**config.mk**
```make
export PLATFORM = sky130hd
export DESIGN_NAME = alarm_beep_pattern_generator
export DESIGN_NICKNAME = d
export VERILOG_FILES = /design/src/sv/abpg_pkg.sv /design/src/sv/abpg_core.sv /design/src/sv/alarm_beep_pattern_generator.sv
export SDC_FILE = /design/constraint.sdc
export NUM_CORES = 1
export LEC_CHECK = 0
export ABC_AREA = 1
export BUFFER_PORTS_ARGS = -buffer_cell sky130_fd_sc_hd__buf_2
export CORE_MARGIN = 2
export CORE_UTILIZATION = 40
export CTS_CLUSTER_SIZE = 30
export DETAILED_ROUTE_END_ITERATION = 10
export SYNTH_ARGS = -nofsm -noshare
export SYNTH_HDL_FRONTEND = slang
export SYNTH_HIERARCHICAL = 1
export SYNTH_SLANG_ARGS = --single-unit
export TNS_END_PERCENT = 50
```
**constraint.sdc**
```tcl
create_clock -name i_clk -period 2.1 [get_ports i_clk]
set_input_delay 0 -clock i_clk [delete_from_list [all_inputs] [get_ports i_clk]]
set_output_delay 0 -clock i_clk [all_outputs]
set_load 0.005 [all_outputs]
```
**src/sv/abpg_pkg.sv**
```systemverilog
// shared types and constants for the alarm beep pattern generator
package abpg_pkg;

    typedef enum logic [3:0] {
        CMD_TICK    = 4'd0,
        CMD_SLOW10S = 4'd1,
        CMD_SLOW5S  = 4'd2,
        CMD_SLOW2S  = 4'd3,
        CMD_MID     = 4'd4,
        CMD_FAST    = 4'd5,
        CMD_CHIRP   = 4'd6,
        CMD_ONE0P2  = 4'd7,
        CMD_ONE5S   = 4'd8,
        CMD_CLEAR   = 4'd9,
        CMD_TEST    = 4'd10,
        CMD_PAUSE   = 4'd11
    } t_cmd;

    localparam int CMD_W   = 4;
    localparam int TICKS_W = 16;
    localparam int PAT_W   = 7;
    localparam int ON_W    = 6;
    localparam int OFF_W   = 7;

    typedef logic [PAT_W-1:0] t_pat;
    typedef logic [ON_W-1:0]  t_on;
    typedef logic [OFF_W-1:0] t_off;

    // one bit per pattern, at most one set; PB_REPEAT and PB_ONESHOT are group masks
    localparam t_pat PB_SLOW2S  = 7'h01;
    localparam t_pat PB_SLOW5S  = 7'h02;
    localparam t_pat PB_SLOW10S = 7'h04;
    localparam t_pat PB_MID     = 7'h08;
    localparam t_pat PB_FAST    = 7'h10;
    localparam t_pat PB_ONE0P2  = 7'h20;
    localparam t_pat PB_ONE5S   = 7'h40;
    localparam t_pat PB_REPEAT  = 7'h1F;
    localparam t_pat PB_ONESHOT = 7'h60;

    // on/off phase lengths in ticks
    localparam t_on  ON_REPEAT   = 6'd1;
    localparam t_on  ON_CHIRP    = 6'd1;
    localparam t_on  ON_ONE0P2   = 6'd2;
    localparam t_on  ON_ONE5S    = 6'd50;
    localparam t_off OFF_SLOW10S = 7'd99;
    localparam t_off OFF_SLOW5S  = 7'd49;
    localparam t_off OFF_SLOW2S  = 7'd19;
    localparam t_off OFF_MID     = 7'd9;
    localparam t_off OFF_FAST    = 7'd4;
    localparam t_off OFF_CHIRP   = 7'd1;
    localparam t_off OFF_NONE    = 7'd0;

    // pattern request decoded from a command
    typedef struct packed {
        logic valid;
        t_pat bits;
        t_on  on_ticks;
        t_off off_ticks;
        logic blockable;
        logic repeating;
    } t_req;

endpackage

```
**src/sv/abpg_core.sv**
```systemverilog
// pattern state, counters and per-transaction next-state logic
module abpg_core (
    input  logic                             i_clk,
    input  logic                             i_rst_n,
    input  logic                             i_accept,
    input  logic [abpg_pkg::CMD_W-1:0]       i_cmd,
    input  logic [abpg_pkg::TICKS_W-1:0]     i_test_ticks,
    input  logic                             i_alarm_disable,
    output logic                             o_drive_next
);

    abpg_pkg::t_pat               r_pat, n_pat;
    logic                         r_chirp, n_chirp;
    logic                         r_chirp_rep, n_chirp_rep;
    logic                         r_paused, n_paused;
    logic                         r_test, n_test;
    logic [abpg_pkg::TICKS_W-1:0] r_test_left, n_test_left;
    abpg_pkg::t_on                r_on_rel, n_on_rel;
    abpg_pkg::t_off               r_off_rel, n_off_rel;
    abpg_pkg::t_on                r_on_left, n_on_left;
    abpg_pkg::t_off               r_off_left, n_off_left;
    logic                         r_drive, n_drive;
    abpg_pkg::t_req               req;

    // decode pattern requests
    always_comb begin
        req = '0;
        case (abpg_pkg::t_cmd'(i_cmd))
            abpg_pkg::CMD_SLOW10S: begin
                req = '{1'b1, abpg_pkg::PB_SLOW10S, abpg_pkg::ON_REPEAT,
                        abpg_pkg::OFF_SLOW10S, 1'b1, 1'b1};
            end
            abpg_pkg::CMD_SLOW5S: begin
                req = '{1'b1, abpg_pkg::PB_SLOW5S, abpg_pkg::ON_REPEAT,
                        abpg_pkg::OFF_SLOW5S, 1'b0, 1'b1};
            end
            abpg_pkg::CMD_SLOW2S: begin
                req = '{1'b1, abpg_pkg::PB_SLOW2S, abpg_pkg::ON_REPEAT,
                        abpg_pkg::OFF_SLOW2S, 1'b1, 1'b1};
            end
            abpg_pkg::CMD_MID: begin
                req = '{1'b1, abpg_pkg::PB_MID, abpg_pkg::ON_REPEAT,
                        abpg_pkg::OFF_MID, 1'b1, 1'b1};
            end
            abpg_pkg::CMD_FAST: begin
                req = '{1'b1, abpg_pkg::PB_FAST, abpg_pkg::ON_REPEAT,
                        abpg_pkg::OFF_FAST, 1'b1, 1'b1};
            end
            abpg_pkg::CMD_ONE0P2: begin
                req = '{1'b1, abpg_pkg::PB_ONE0P2, abpg_pkg::ON_ONE0P2,
                        abpg_pkg::OFF_NONE, 1'b0, 1'b0};
            end
            abpg_pkg::CMD_ONE5S: begin
                req = '{1'b1, abpg_pkg::PB_ONE5S, abpg_pkg::ON_ONE5S,
                        abpg_pkg::OFF_NONE, 1'b0, 1'b0};
            end
            default: begin
                req = '0;
            end
        endcase
    end

    always_comb begin
        n_pat       = r_pat;
        n_chirp     = r_chirp;
        n_chirp_rep = r_chirp_rep;
        n_paused    = r_paused;
        n_test      = r_test;
        n_test_left = r_test_left;
        n_on_rel    = r_on_rel;
        n_off_rel   = r_off_rel;
        n_on_left   = r_on_left;
        n_off_left  = r_off_left;
        n_drive     = r_drive;

        if (req.valid) begin
            // a running 5 s one-shot blocks most requests
            if (!(req.blockable && ((r_pat & abpg_pkg::PB_ONE5S) != '0)) &&
                ((r_pat & req.bits) == '0)) begin
                n_pat = req.bits;
                if (req.repeating) begin
                    n_paused = 1'b0;
                end
                n_on_rel   = req.on_ticks;
                n_off_rel  = req.off_ticks;
                n_on_left  = req.on_ticks;
                n_off_left = req.off_ticks;
            end
        end else begin
            case (abpg_pkg::t_cmd'(i_cmd))
                abpg_pkg::CMD_TICK: begin
                    if (r_test) begin
                        if (r_test_left != '0) begin
                            n_test_left = r_test_left - 1'b1;
                            n_drive     = 1'b1;
                        end else begin
                            n_test  = 1'b0;
                            n_drive = 1'b0;
                        end
                    end else if (((r_pat & abpg_pkg::PB_ONESHOT) == '0) && !r_chirp &&
                                 (((r_pat & abpg_pkg::PB_REPEAT) == '0) ||
                                  i_alarm_disable)) begin
                        n_drive = 1'b0;
                    end else if (r_on_left != '0) begin
                        n_on_left = r_on_left - 1'b1;
                        n_drive   = !r_paused && (r_pat != '0);
                    end else if (r_off_left != '0) begin
                        n_off_left = r_off_left - 1'b1;
                        n_drive    = 1'b0;
                    end else if (r_chirp) begin
                        // chirp plays its timing twice, then ends
                        if (r_chirp_rep) begin
                            n_chirp_rep = 1'b0;
                            n_on_left   = r_on_rel;
                            n_off_left  = r_off_rel;
                        end else begin
                            n_chirp = 1'b0;
                            n_drive = 1'b0;
                        end
                    end else if ((r_pat & abpg_pkg::PB_ONESHOT) != '0) begin
                        n_pat   = r_pat & ~abpg_pkg::PB_ONESHOT;
                        n_drive = 1'b0;
                    end else begin
                        n_on_left  = r_on_rel;
                        n_off_left = r_off_rel;
                    end
                end
                abpg_pkg::CMD_CHIRP: begin
                    if (!r_chirp) begin
                        n_chirp     = 1'b1;
                        n_chirp_rep = 1'b1;
                        n_on_rel    = abpg_pkg::ON_CHIRP;
                        n_off_rel   = abpg_pkg::OFF_CHIRP;
                        n_on_left   = abpg_pkg::ON_CHIRP;
                        n_off_left  = abpg_pkg::OFF_CHIRP;
                    end
                end
                abpg_pkg::CMD_CLEAR: begin
                    n_pat     = '0;
                    n_paused  = 1'b0;
                    n_on_rel  = '0;
                    n_off_rel = '0;
                end
                abpg_pkg::CMD_TEST: begin
                    n_test      = 1'b1;
                    n_test_left = i_test_ticks;
                end
                abpg_pkg::CMD_PAUSE: begin
                    n_paused = 1'b1;
                end
                default: begin
                    n_drive = r_drive;
                end
            endcase
        end
    end

    always_ff @(posedge i_clk) begin
        if (!i_rst_n) begin
            r_pat       <= '0;
            r_chirp     <= 1'b0;
            r_chirp_rep <= 1'b0;
            r_paused    <= 1'b0;
            r_test      <= 1'b0;
            r_test_left <= '0;
            r_on_rel    <= '0;
            r_off_rel   <= '0;
            r_on_left   <= '0;
            r_off_left  <= '0;
            r_drive     <= 1'b0;
        end else if (i_accept) begin
            r_pat       <= n_pat;
            r_chirp     <= n_chirp;
            r_chirp_rep <= n_chirp_rep;
            r_paused    <= n_paused;
            r_test      <= n_test;
            r_test_left <= n_test_left;
            r_on_rel    <= n_on_rel;
            r_off_rel   <= n_off_rel;
            r_on_left   <= n_on_left;
            r_off_left  <= n_off_left;
            r_drive     <= n_drive;
        end
    end

    assign o_drive_next = n_drive;

endmodule

```
**src/sv/alarm_beep_pattern_generator.sv**
```systemverilog
// alarm beep pattern generator: stream ports, config register and result buffer
// the result of a transaction is registered in the output buffer before it appears on m_axis
// throughput: one command or tick per cycle while the skid entry is empty; the state update is a single pass
// a two-entry output buffer (output register plus skid) decouples s_axis from m_axis
// reset (synchronous, active low) clears all patterns, counters, flags,
// the alarm disable bit and the output buffer valid flags; the drive state is off
module alarm_beep_pattern_generator (
    input  logic        i_clk,
    input  logic        i_rst_n,
    // apb configuration
    input  logic        psel,
    input  logic        penable,
    input  logic        pwrite,
    input  logic [2:0]  paddr,
    input  logic [31:0] pwdata,
    output logic [31:0] prdata,
    output logic        pready,
    // command stream
    input  logic        s_axis_tvalid,
    output logic        s_axis_tready,
    input  logic [15:0] s_axis_tdata,   // [15:0] test_ticks
    input  logic [3:0]  s_axis_tuser,   // [3:0] cmd
    // buzzer stream
    output logic        m_axis_tvalid,
    input  logic        m_axis_tready,
    output logic [7:0]  m_axis_tdata    // [0] buzzer_drive, [7:1] zero
);

    logic r_alarm_disable;
    logic r_out_valid;
    logic r_out_data;
    logic r_skid_valid;
    logic r_skid_data;
    logic in_acc;
    logic out_acc;
    logic cfg_wr;
    logic drive_next;

    assign pready = 1'b1;
    assign cfg_wr = psel && penable && pwrite && (paddr[2] == 1'b0);
    assign prdata = (paddr[2] == 1'b0) ? {31'd0, r_alarm_disable} : 32'd0;

    always_ff @(posedge i_clk) begin
        if (!i_rst_n) begin
            r_alarm_disable <= 1'b0;
        end else if (cfg_wr) begin
            r_alarm_disable <= pwdata[0];
        end
    end

    assign s_axis_tready = !r_skid_valid;
    assign in_acc        = s_axis_tvalid && s_axis_tready;
    assign out_acc       = r_out_valid && m_axis_tready;

    abpg_core u_core (
        .i_clk           (i_clk),
        .i_rst_n         (i_rst_n),
        .i_accept        (in_acc),
        .i_cmd           (s_axis_tuser),
        .i_test_ticks    (s_axis_tdata),
        .i_alarm_disable (r_alarm_disable),
        .o_drive_next    (drive_next)
    );

    always_ff @(posedge i_clk) begin
        if (!i_rst_n) begin
            r_out_valid  <= 1'b0;
            r_skid_valid <= 1'b0;
        end else if (!r_out_valid || out_acc) begin
            if (r_skid_valid) begin
                r_out_valid  <= 1'b1;
                r_skid_valid <= 1'b0;
            end else begin
                r_out_valid <= in_acc;
            end
        end else if (in_acc) begin
            // output stalled, park the new result
            r_skid_valid <= 1'b1;
        end
    end

    always_ff @(posedge i_clk) begin
        if (!r_out_valid || out_acc) begin
            r_out_data <= r_skid_valid ? r_skid_data : drive_next;
        end
        if (in_acc) begin
            r_skid_data <= drive_next;
        end
    end

    assign m_axis_tvalid = r_out_valid;
    assign m_axis_tdata  = {7'd0, r_out_data};

endmodule
```
==> results of run 1 <==
-- Yosys cell counts --
cell,instances
conb_1,2
o21ai_0,32
nand2_1,182
or2_2,2
buf_4,42
and2_1,2
nor2_1,90
nor3_1,4
a21boi_1,1
nor3_2,1
nor2_4,5
a21oi_1,55
dfxtp_1,54
o211ai_1,1
xor2_1,2
nand3_2,3
xnor2_1,4
inv_2,7
nand4_2,1
a21oi_2,2
clkbuf_1,6
nand3b_1,4
o21ai_2,1
buf_2,7
o21ai_1,2
inv_1,54
nor2_2,7
nor3b_2,1
buf_6,1
nand3_1,49
edfxtp_1,2
nand4_1,3
nand2_2,8
ha_1,4
-- power groups by stage --
stage | combinational, mW | sequential, mW | clock (mW)
2_1_floorplan | 0.685 | 1.19 | 0
3_3_place_gp | 0.821 | 1.20 | 0
3_5_place_dp | 0.834 | 1.20 | 0
4_1_cts | 0.844 | 1.17 | 0.716
5_1_grt | 0.984 | 1.18 | 0.757
6_report | 0.854 | 1.18 | 0.689
-- cell families (layout without fill, tap and decap cells) --
logic type / Yosys count / count (layout) / synth area share
flip-flops: 56 / 56 / 0.291
adder cells (fa/ha/maj): 4 / 4 / 0.0127
XOR/XNOR: 6 / 6 / 0.0134
buffers and inverters: 117 / 118 / 0.156
AO/OA/AOI/OAI: 94 / 94 / 0.124
other: 2 / 39 / 0.00191
AND/OR/NAND/NOR: 362 / 362 / 0.401
-- metal layers --
metal  GRT usage  up-vias
li1            -     2024
met1       0.231     1783
met2       0.328       73
met3      0.0251        7
met4      0.0476        0
met5           0        -
-- per-stage QoR --
stage	instances	utilization	setup WS, ns	power (mW)
floorplan	678	-	0.391	1.87
global placement	800	0.428	0.179	2.02
detailed placement	800	0.428	0.175	2.03
CTS	812	0.444	0.146	2.73
global route	812	0.446	0.0115	2.93
finish	812	0.446	0.248	2.72
-- what timing repair did --
action                                  CTS  global route
resized for setup                         0             5
endpoints found under the setup margin    0            18
endpoints found under the hold margin     4             0
hold buffers                              4             0
-- layout make-up --
type,instances,share of cell area
clock buffer,6,0.0218
clock inverter,2,0.00408
inverter,61,0.0533
multi-input combinational,505,0.541
sequential,56,0.266
tap,133,0.0387
timing repair buffer,49,0.0751
-- worst min path at each step --
stage,startpoint,to
after CTS,s_axis_tdata[6],u_core/r_test_left[6]
after floorplan,paddr[2],prdata[0]
final,s_axis_tdata[6],u_core/r_test_left[6]
after detailed placement,paddr[2],prdata[0]
after global placement,paddr[2],prdata[0]
after global routing,s_axis_tdata[6],u_core/r_test_left[6]
-- registers in the layout, summed over array words and instances, names as in the netlist, 3 cells and up --
register	cells
u_core/r_test_left	16
u_core/r_pat	7
u_core/r_off_rel	7
u_core/r_off_left	7
u_core/r_on_rel	3
u_core/r_on_left	6
-- worst max-delay path, delay by kind of cell, from the launching register on --
kind / cells / cell delay (ns)
fa+ha+maj: 1 / 0.25
buf+inv: 1 / 0.16
flops: 1 / 0.33
simple gates: 10 / 1.05
==> out/qor.yml, run 1 <==
synth:
  netlist_instances: 641
  synth_top_area_share: 0.275
  syn_area_per_cell_sq_um: 6.13
  ys.warnings.count: 6
  synth_area_sq_um: 3930
  ys_seq_area_frac: 0.291
  synth_area_leaders: "dfxtp_1 (28%), nand2_1 (17%), nor2_1 (8.6%)"
  ys_seq_elements: 56
  ys_types: 34
  yosysTopAreaCell: "dfxtp_1"
critical_path:
  r2r_end: "u_core/r_on_left[5]"
  worstSetupEndpoint: "u_core/r_on_left[5]"
  startpoint: "u_core/r_off_left[0]"
  crit_path_cell_trace: "inv_1 -> ha_2 -> nand2_1 -> nor2_2 -> nand2_1 -> nand2_1 -> nor2_1 -> nor2_4 -> nand2_2 -> nand2_1 -> nand2_1 -> nor2_1"
  critical_path.max_stage_delay_ns: 0.33
  crit_path_max_fanout: 7
  path_common_cell: "nand2_1"
  crit_type: "register to register"
  worstRegToRegCells: 12
  cp.required_ns: 2.36
  r2r-start: "u_core/r_off_left[0]"
  slowest_stage: "dfxtp_1"
  arrival_ns: 2.11
  endpoint_kind: "register"
  cp-start-kind: "register"
  r2r_slack_ns: 0.25
clock_network:
  clock_path_buffers: 2
  clkTransAtPathRegs_ns: 0.11
  cts_inserted_buffers: 5
  cts_sinks: 56
  ctsHtreeMaxLevel: 2
  cts_tree: "done"
  cts_root_buffer: "clkbuf_8"
  postCtsSetupBuffers: 0
  clk_latency_ns: 0.32
sta:
  whs_ns: 0.0100
  skew_ns: 0.00830
  hold_viol: 0
  setup-violations-final: 0
  fin_crit_ns: 1.85
  fmax_mhz: 540
  slew_violations: 0
  slew-limit-headroom: 0.635
  fin_crit_sh: 0.882
  worst_pin_slew_ns: 0.547
  rsz0062_at_grt: "no"
  tns_ns: 0
route:
  wl_met1_um: 4360
  dr.pass1.iters: 4
  wire_per_inst_um: 11.5
  final_antenna_net_count: 0
  wl_met2_um: 4570
  top_layer_used: "met4"
  drt_iter0_markers: 210
  dr_total_vias: 3887
  remaining_drc_errors: 0
  met3WireLength_um: 291
  viasPerCell: 4.79
  wirelength_um: 9300
floorplan:
  die_w_um: 103
  chipHeight_um: 103
  row_count: 36
  start_util: 0.407
  coreArea_sq_um: 9640
  dieArea_sq_um: 10600
  io-pin-count: 105
grt:
  grt_max_degree: 31
  grt_overflow: 0
  grt_first_pass_wirelength_um: 15600
  antenna_found_initial: 0
  grt_pass1_vias: 3537
  grtUsageTotal: 0.183
layout:
  final_cell_mix: "nand2_1 (181), nor2_1 (88), a21oi_1 (55), inv_1 (54), dfxtp_1 (54)"
  syn2layout_area_growth_pct: 9.43
  regArea_sq_um: 1140
  post-route-cell-area_sq_um: 4300
  finalNetCount: 744
  num-fill-cells: 1061
  drive_above_1_share: 0.141
  final_common_cell: "nand2_1"
  multiInputGateArea_sq_um: 2330
  antenna_cells: 0
placement:
  placed_cell_area_sq_um: 4130
  dp_hpwl_um: 6960
  globalplace.congestion: 0.863
  port_buffers: 32
run_status:
  outcome: "complete, no violations"
min_path:
  hold_class: "primary input to register"
  worstHoldPathCells: 5
power_and_ir_drop:
  power.share.clock: 0.253
  p_sw_uw: 953
  vdd_drop_max_mv: 0.254
  leakage_nw: 2.05
  p_int_mw: 1.77
  switching_share: 0.350
  p_per_area_nw_per_um2: 633
  comb_power_share: 0.314
  p_seq_frac: 0.432
run:
  cap_violations: 0
Power figures use the tool's default switching activity.
==> run 2: changes to the inputs <==
--- a/config.mk
+++ b/config.mk
@@ -5,7 +5,6 @@
 export SDC_FILE = /design/constraint.sdc
 export NUM_CORES = 1
 export LEC_CHECK = 0
-export ABC_AREA = 1
 export BUFFER_PORTS_ARGS = -buffer_cell sky130_fd_sc_hd__buf_2
 export CORE_MARGIN = 2
 export CORE_UTILIZATION = 40
==> constraint.sdc (replaced) <==
create_clock -name i_clk -period 2.1 [get_ports i_clk]
set_input_delay 0.525 -clock i_clk [delete_from_list [all_inputs] [get_ports i_clk]]
set_output_delay 0.525 -clock i_clk [all_outputs]
set_load 0.005 [all_outputs]
==> run 2 against run 1 <==
  * The flow now finishes with violations (negative setup slack)
  * Setup slack worse by 0.54 ns
  * Area after synthesis decreased by 4.9%
  * Cell count fell by 14%
  * Non-clock buffer count grew 85
  * Routed wire length grew 13%
  * Die area is 4.8% lower
  * Register-to-register slack worse by 0.54 ns
  * Critical path depth decreased by 3
==> out/qor.yml, run 2 <==
sta:
  rsz0062_at_grt: "yes"
  fin_crit_sh: 1.14  # +0.258
  whs_ns: 0.445  # +0.435 ns
  slew_violations: 0  # unchanged
  fmax_mhz: 418  # -23%
  worst_slack_ns: -0.294  # -0.542 ns
  tns_ns: -6.30  # -6.30 ns
  setup-violations-final: 32  # +32
  skew_ns: 0.00943  # +0.00113 ns
  fin_crit_ns: 2.39  # +0.542 ns
  hold_viol: 0  # unchanged
route:
  wirelength_um: 10500  # +13%
  dr_total_vias: 3810  # -2.0%
  wire_per_inst_um: 15.1  # +32%
  viasPerCell: 5.47  # +14%
  drt_iter0_markers: 142  # -32%
  dr.pass1.iters: 5  # +1
  final_antenna_net_count: 0  # unchanged
  remaining_drc_errors: 0  # unchanged
layout:
  final_common_cell: "buf_4"
  finish.utilization: 0.538  # +0.0918
  antenna_cells: 0  # unchanged
  final_cell_mix: "buf_4 (95), dfxtp_1 (50), nor2_1 (41), conb_1 (39), nand2_1 (34)"
  syn2layout_area_growth_pct: 31.8
  stdcell_count: 697  # -14%
  largest_register_ffs: 16  # unchanged
  largest-register: "u_core/r_test_left"
  finalNetCount: 651  # -13%
  drive_above_1_share: 0.352  # +0.210
synth:
  synth_area_sq_um: 3730  # -4.9%
  syn_area_per_cell_sq_um: 7.78  # +27%
  muxShareOfSynthArea: 0.0302  # +0.0302
  synth_compound_area_frac: 0.253  # +0.129
  ys_seq_elements: 56  # unchanged
  ys.flop_type: "dfxtp_1"
  synth_top_area_share: 0.290  # +0.0143
  synth_most_common_cell: "dfxtp_1"
  synth-xor-area-share: 0.0117  # -0.00165
  ys.warnings.count: 6  # unchanged
  netlist_instances: 480  # -25%
  synthTopCellsByCount: "dfxtp_1 (54), buf_4 (42), nor2_1 (42)"
  yosysTopAreaCell: "dfxtp_1"
  synthSimpleGateAreaFrac: 0.250  # -0.151
  synth_area_leaders: "dfxtp_1 (29%), buf_4 (8.4%), a21oi_1 (4.8%)"
  synthAdderAreaFrac: 0.0134  # +0.000662
  async_flop_share: 0  # unchanged
  ys_seq_area_frac: 0.306  # +0.0151
  ys_types: 70  # +110%
  synth_top_family_by_area: "compound AO/OA/AOI/OAI gates"
  synth_edf_count: 2  # unchanged
critical_path:
  worstSetupEndpoint: "u_core/r_test_left[1]"
  endpoint_kind: "register"
  r2r_end: "u_core/r_test_left[1]"
  path_buf_inv: 2  # +1
  cp.required_ns: 2.34  # -0.02 ns
  critical_path.max_stage_delay_ns: 0.47  # +0.14 ns
  slowest_stage: "or4b_4"
  crit_path_max_fanout: 6  # -1
  cp-start-kind: "register"
  cp_top_family: "simple AND/OR/NAND/NOR gates"
  startpoint: "u_core/r_test_left[1]"
  worstRegToRegCells: 9  # -3
  crit_type: "register to register"
  arrival_ns: 2.63  # +0.52 ns
  r2r-start: "u_core/r_test_left[1]"
  crit_path_cell_trace: "inv_2 -> ha_4 -> or4b_4 -> or3_4 -> o211a_4 -> o21ai_4 -> clkbuf_16 -> a211oi_4 -> a211oi_2"
  critical_path_depth: 9  # -3
  r2r_slack_ns: -0.29  # -0.54 ns
clock_network:
  clock_path_buffers: 2  # unchanged
  postCtsHoldBufs: 0  # -4
  ctsHtreeMaxLevel: 2  # unchanged
  cts_sinks: 56  # unchanged
  cts_tree: "done"
  clk_latency_ns: 0.31  # about the same
  cts_root_buffer: "clkbuf_8"
  clkTransAtPathRegs_ns: 0.11  # about the same
  cts_inserted_buffers: 5  # unchanged
grt:
  grt_overflow: 0  # unchanged
  antenna_found_initial: 0  # unchanged
  grtUsageTotal: 0.211  # +0.0274
  grt_pass1_vias: 3627  # +2.5%
  grt_max_degree: 27  # -13%
  grt_first_pass_wirelength_um: 17200  # +10%
run_status:
  outcome: "finished with violations"
  failed_checks: "negative setup slack"
power_and_ir_drop:
  vdd_drop_max_mv: 0.318  # +25%
  p_total_mw: 2.69  # -0.87%
  leakage_nw: 2.13  # +3.8%
  p_per_area_nw_per_um2: 548  # -13%
placement:
  port_buffers: 32  # unchanged
  dp_hpwl_um: 7500  # +7.7%
  place_inst: 680  # -15%
  globalplace.congestion: 0.838  # -3.0%
min_path:
  hold_class: "primary input to register"
  worstHoldPathCells: 3  # -2
run:
  cap_violations: 0  # unchanged
floorplan:
  die_w_um: 101  # -2.4%
  row_count: 35  # -2.8%
  chipHeight_um: 101  # -2.4%
  io-pin-count: 105  # unchanged
  start_util: 0.408  # +0.000471
  coreArea_sq_um: 9150  # -5.0%
  dieArea_sq_um: 10100  # -4.8%
run 2: repair_timing:
action	4_1_cts	5_1_grt
pin swaps	12	9
setup endpoints to repair	36	36
gates cloned	1	2
setup buffers	4	2
resized for setup	18	18
run 2: worst min-delay path, delay by kind of cell:
family / cells / cell delay [ns]
buffers and inverters: 1 / 0.10
AND/OR/NAND/NOR: 1 / 0.04
multiplexers: 1 / 0.05
run 2: layout make-up:
| cell class | instances | area (sq um) |
|---|---|---|
| Fill cell | 863 | 4230 |
| Multi-Input combinational cell | 375 | 2490 |
| Sequential cell | 56 | 1150 |
| Timing Repair Buffer | 134 | 1010 |
| Tap cell | 111 | 139 |
| Clock buffer | 5 | 68.8 |
| Inverter | 13 | 48.8 |
| Clock inverter | 3 | 22.5 |
run 2: logic make-up after synthesis:
kind of cell | Yosys count
other | 2
flip-flops | 56
XOR/XNOR | 5
multiplexers | 11
buffers and inverters | 87
AND/OR/NAND/NOR | 173
adder cells (fa/ha/maj) | 4
AO/OA/AOI/OAI | 142
run 2: metal layers:
metal  track usage  part of all wire
met1         0.265              0.44
met2         0.378              0.51
met3        0.0284             0.037
met4        0.0527             0.013
met5             0                 0
run 2: per-stage QoR:
step                      setup slack, ns  area (sq um)
final                              -0.294          4920
after detailed placement           -0.347          4550
after CTS                          -0.273          4770
after global placement             -0.340          4550
after global routing               -0.391          4920
after floorplan                    -0.307          4020
run 2: how the worst min path moves through the flow:
stage | startpoint | end | slack (ns)
after floorplan | u_core/r_on_rel[0] | u_core/r_on_rel[0] | 0.43
after global placement | u_core/r_on_rel[0] | u_core/r_on_rel[0] | 0.45
after detailed placement | u_core/r_on_rel[4] | u_core/r_on_rel[4] | 0.46
after CTS | pwdata[0] | r_alarm_disable | 0.44
after global routing | pwdata[0] | r_alarm_disable | 0.45
final | pwdata[0] | r_alarm_disable | 0.45
run 2: where the power goes:
group	switching, mW	total [mW]	internal, mW
registers	0.0339	1.14	1.11
clock network	0.391	0.632	0.241
logic	0.479	0.919	0.440
total	0.904	2.69	1.79
==> run 3: changes to the inputs <==
--- a/config.mk
+++ b/config.mk
@@ -10,6 +10,7 @@
 export CORE_UTILIZATION = 40
 export CTS_CLUSTER_SIZE = 30
 export DETAILED_ROUTE_END_ITERATION = 10
+export REMOVE_ABC_BUFFERS = 1
 export SYNTH_ARGS = -nofsm -noshare
 export SYNTH_HDL_FRONTEND = slang
 export SYNTH_HIERARCHICAL = 1
==> run 3 against run 2 <==
  * The flow still finishes with violations (negative setup slack)
  * Setup slack improved by 0.014 ns
  * Clock skew shrank 0.0046 ns
  * Total power is 3.4% higher
  * Cell count is 0.72% higher
  * Hold slack gained 0.0050 ns
  * Maximum frequency up 0.61%
  * Clock power is 12% higher
  * Via count up 1.4%
  * Critical path type unchanged
  * Critical endpoint is now r_out_data
  * Largest cell class unchanged
  * Largest power group unchanged
==> out/qor.yml, run 3 (synthesis results as in run 2) <==
placement:
  placed_cell_area_sq_um: 4430  # -2.8%
  globalplace.congestion: 0.921  # +9.9%
  dp_hpwl_um: 7460  # -0.52%
  port_buffers: 32  # unchanged
  place_inst: 679  # -0.15%
  dp_slack_ns: -0.447  # -0.100 ns
critical_path:
  arrival_ns: 2.45  # -0.18 ns
  cp.required_ns: 2.17  # -0.17 ns
  crit_path_max_fanout: 2  # -4
  cp-start-kind: "register"
  endpoint_kind: "register"
  crit_type: "register to register"
clock_network:
  postCtsHoldBufs: 0  # unchanged
  clk_latency_ns: 0.31  # about the same
  cts_root_buffer: "clkbuf_8"
  clkTransAtPathRegs_ns: 0.10  # about the same
  clock_path_buffers: 2  # unchanged
  cts_sinks: 56  # unchanged
  cts_tree: "done"
  ctsHtreeMaxLevel: 2  # unchanged
  cts_inserted_buffers: 5  # unchanged
route:
  remaining_drc_errors: 0  # unchanged
  viasPerCell: 5.50  # +0.64%
  final_antenna_net_count: 0  # unchanged
  wirelength_um: 10800  # +2.0%
  dr_total_vias: 3862  # +1.4%
  wire_per_inst_um: 15.3  # +1.3%
  drt_iter0_markers: 306  # +120%
  dr.pass1.iters: 5  # unchanged
floorplan:
  io-pin-count: 105  # unchanged
  start_util: 0.408  # unchanged
  row_count: 35  # unchanged
  die_w_um: 101  # unchanged
  chipHeight_um: 101  # unchanged
  dieArea_sq_um: 10100  # unchanged
  coreArea_sq_um: 9150  # unchanged
run:
  cap_violations: 0  # unchanged
layout:
  num-fill-cells: 872  # +1.0%
  largest_register_ffs: 16  # unchanged
  finalNetCount: 656  # +0.77%
  post-route-cell-area_sq_um: 4940  # +0.51%
  final_cell_mix: "buf_4 (99), dfxtp_1 (51), nor2_1 (40), conb_1 (39)"
  largest-register: "u_core/r_test_left"
  antenna_cells: 0  # unchanged
  stdcell_count: 702  # +0.72%
  syn2layout_area_growth_pct: 32.5
  drive_above_1_share: 0.349  # -0.00297
  final_common_cell: "buf_4"
sta:
  skew_ns: 0.00487  # -0.00456 ns
  fmax_mhz: 420  # +0.61%
  fin_crit_sh: 1.13  # -0.00688
  tns_ns: -6.12  # +0.184 ns
  slew_violations: 0  # unchanged
  setup-violations-final: 35  # +9.4%
  hold_viol: 0  # unchanged
  fin_crit_ns: 2.38  # -0.0145 ns
  worst_slack_ns: -0.279  # +0.0145 ns
  rsz0062_at_grt: "yes"
min_path:
  hold_class: "primary input to register"
grt:
  grt_first_pass_wirelength_um: 17300  # +0.65%
  grt_max_degree: 22  # -19%
  antenna_found_initial: 0  # unchanged
  grt_pass1_vias: 3654  # +0.74%
  grtUsageTotal: 0.211  # about the same
  grt_overflow: 0  # unchanged
power_and_ir_drop:
  vdd_drop_max_mv: 0.279  # -12%
  leakage_nw: 2.14  # +0.72%
  p_total_mw: 2.79  # +3.4%
  p_per_area_nw_per_um2: 563  # +2.8%
run_status:
  failed_checks: "negative setup slack"
  outcome: "finished with violations"
[run 3: cell count changes in the layout (fill, tap and decap cells not counted), moves of 2 or more]
cell	delta
a21oi_1	+2
a21oi_2	-2
buf_12	-2
buf_16	+2
buf_4	+4
buf_6	+2
o21ai_1	-2
[run 3: worst paths after layout]
path	from	end	slack [ns]	cells past startpoint
setup / recovery	u_core/r_test_left[0]	r_out_data	-0.28	9
hold / removal	pwdata[0]	r_alarm_disable	0.45	3
setup reg to reg	u_core/r_test_left[0]	r_out_data	-0.28	9
hold reg to reg	u_core/r_on_rel[0]	u_core/r_on_rel[0]	0.46	2
[run 3: power by group]
part | internal, mW | switching, mW | leakage [nW] | total [mW]
clock network | 0.355 | 0.354 | 0.0552 | 0.709
logic | 0.445 | 0.488 | 1.63 | 0.934
registers | 1.11 | 0.0326 | 0.462 | 1.14
total | 1.91 | 0.875 | 2.14 | 2.79
[run 3: timing repair]
action                     CTS  global route
pin swaps                   29            14
setup endpoints to repair   37            37
hold endpoints to repair     0             0
cloned                       3             1
buffers inserted             7             4
resized for setup           45            17
[run 3: metrics by stage]
stage	util	hold slack (ns)
after CTS	0.526	0.453
after global placement	0.484	0.440
after floorplan	-	0.431
after global routing	0.540	0.480
after detailed placement	0.484	0.447
final	0.540	0.450
[run 3: critical path, stage by stage (launching register included)]
cell	delay, ns
dfxtp_2	0.34
inv_2	0.08
ha_4	0.14
or4b_4	0.47
or3_4	0.36
buf_4	0.16
o21ai_4	0.13
and2_4	0.16
o21ai_2	0.05
mux2_2	0.26
[run 3: metal layers]
metal | global-route usage | share of wire | vias up
met2 | 0.368 | 0.50 | 123
met4 | 0.0443 | 0.013 | 0
met5 | 0 | 0 | -
met3 | 0.0312 | 0.051 | 17
li1 | - | - | 1890
met1 | 0.276 | 0.44 | 1832
[run 3: cell type report]
type | count | area, sq um | share of cell area
Timing Repair Buffer | 139 | 1050 | 0.212
Clock buffer | 6 | 72.6 | 0.0147
Clock inverter | 2 | 35.0 | 0.00709
Inverter | 13 | 48.8 | 0.00987
Sequential cell | 56 | 1140 | 0.232
Tap cell | 111 | 139 | 0.0281
Multi-Input combinational cell | 375 | 2460 | 0.497
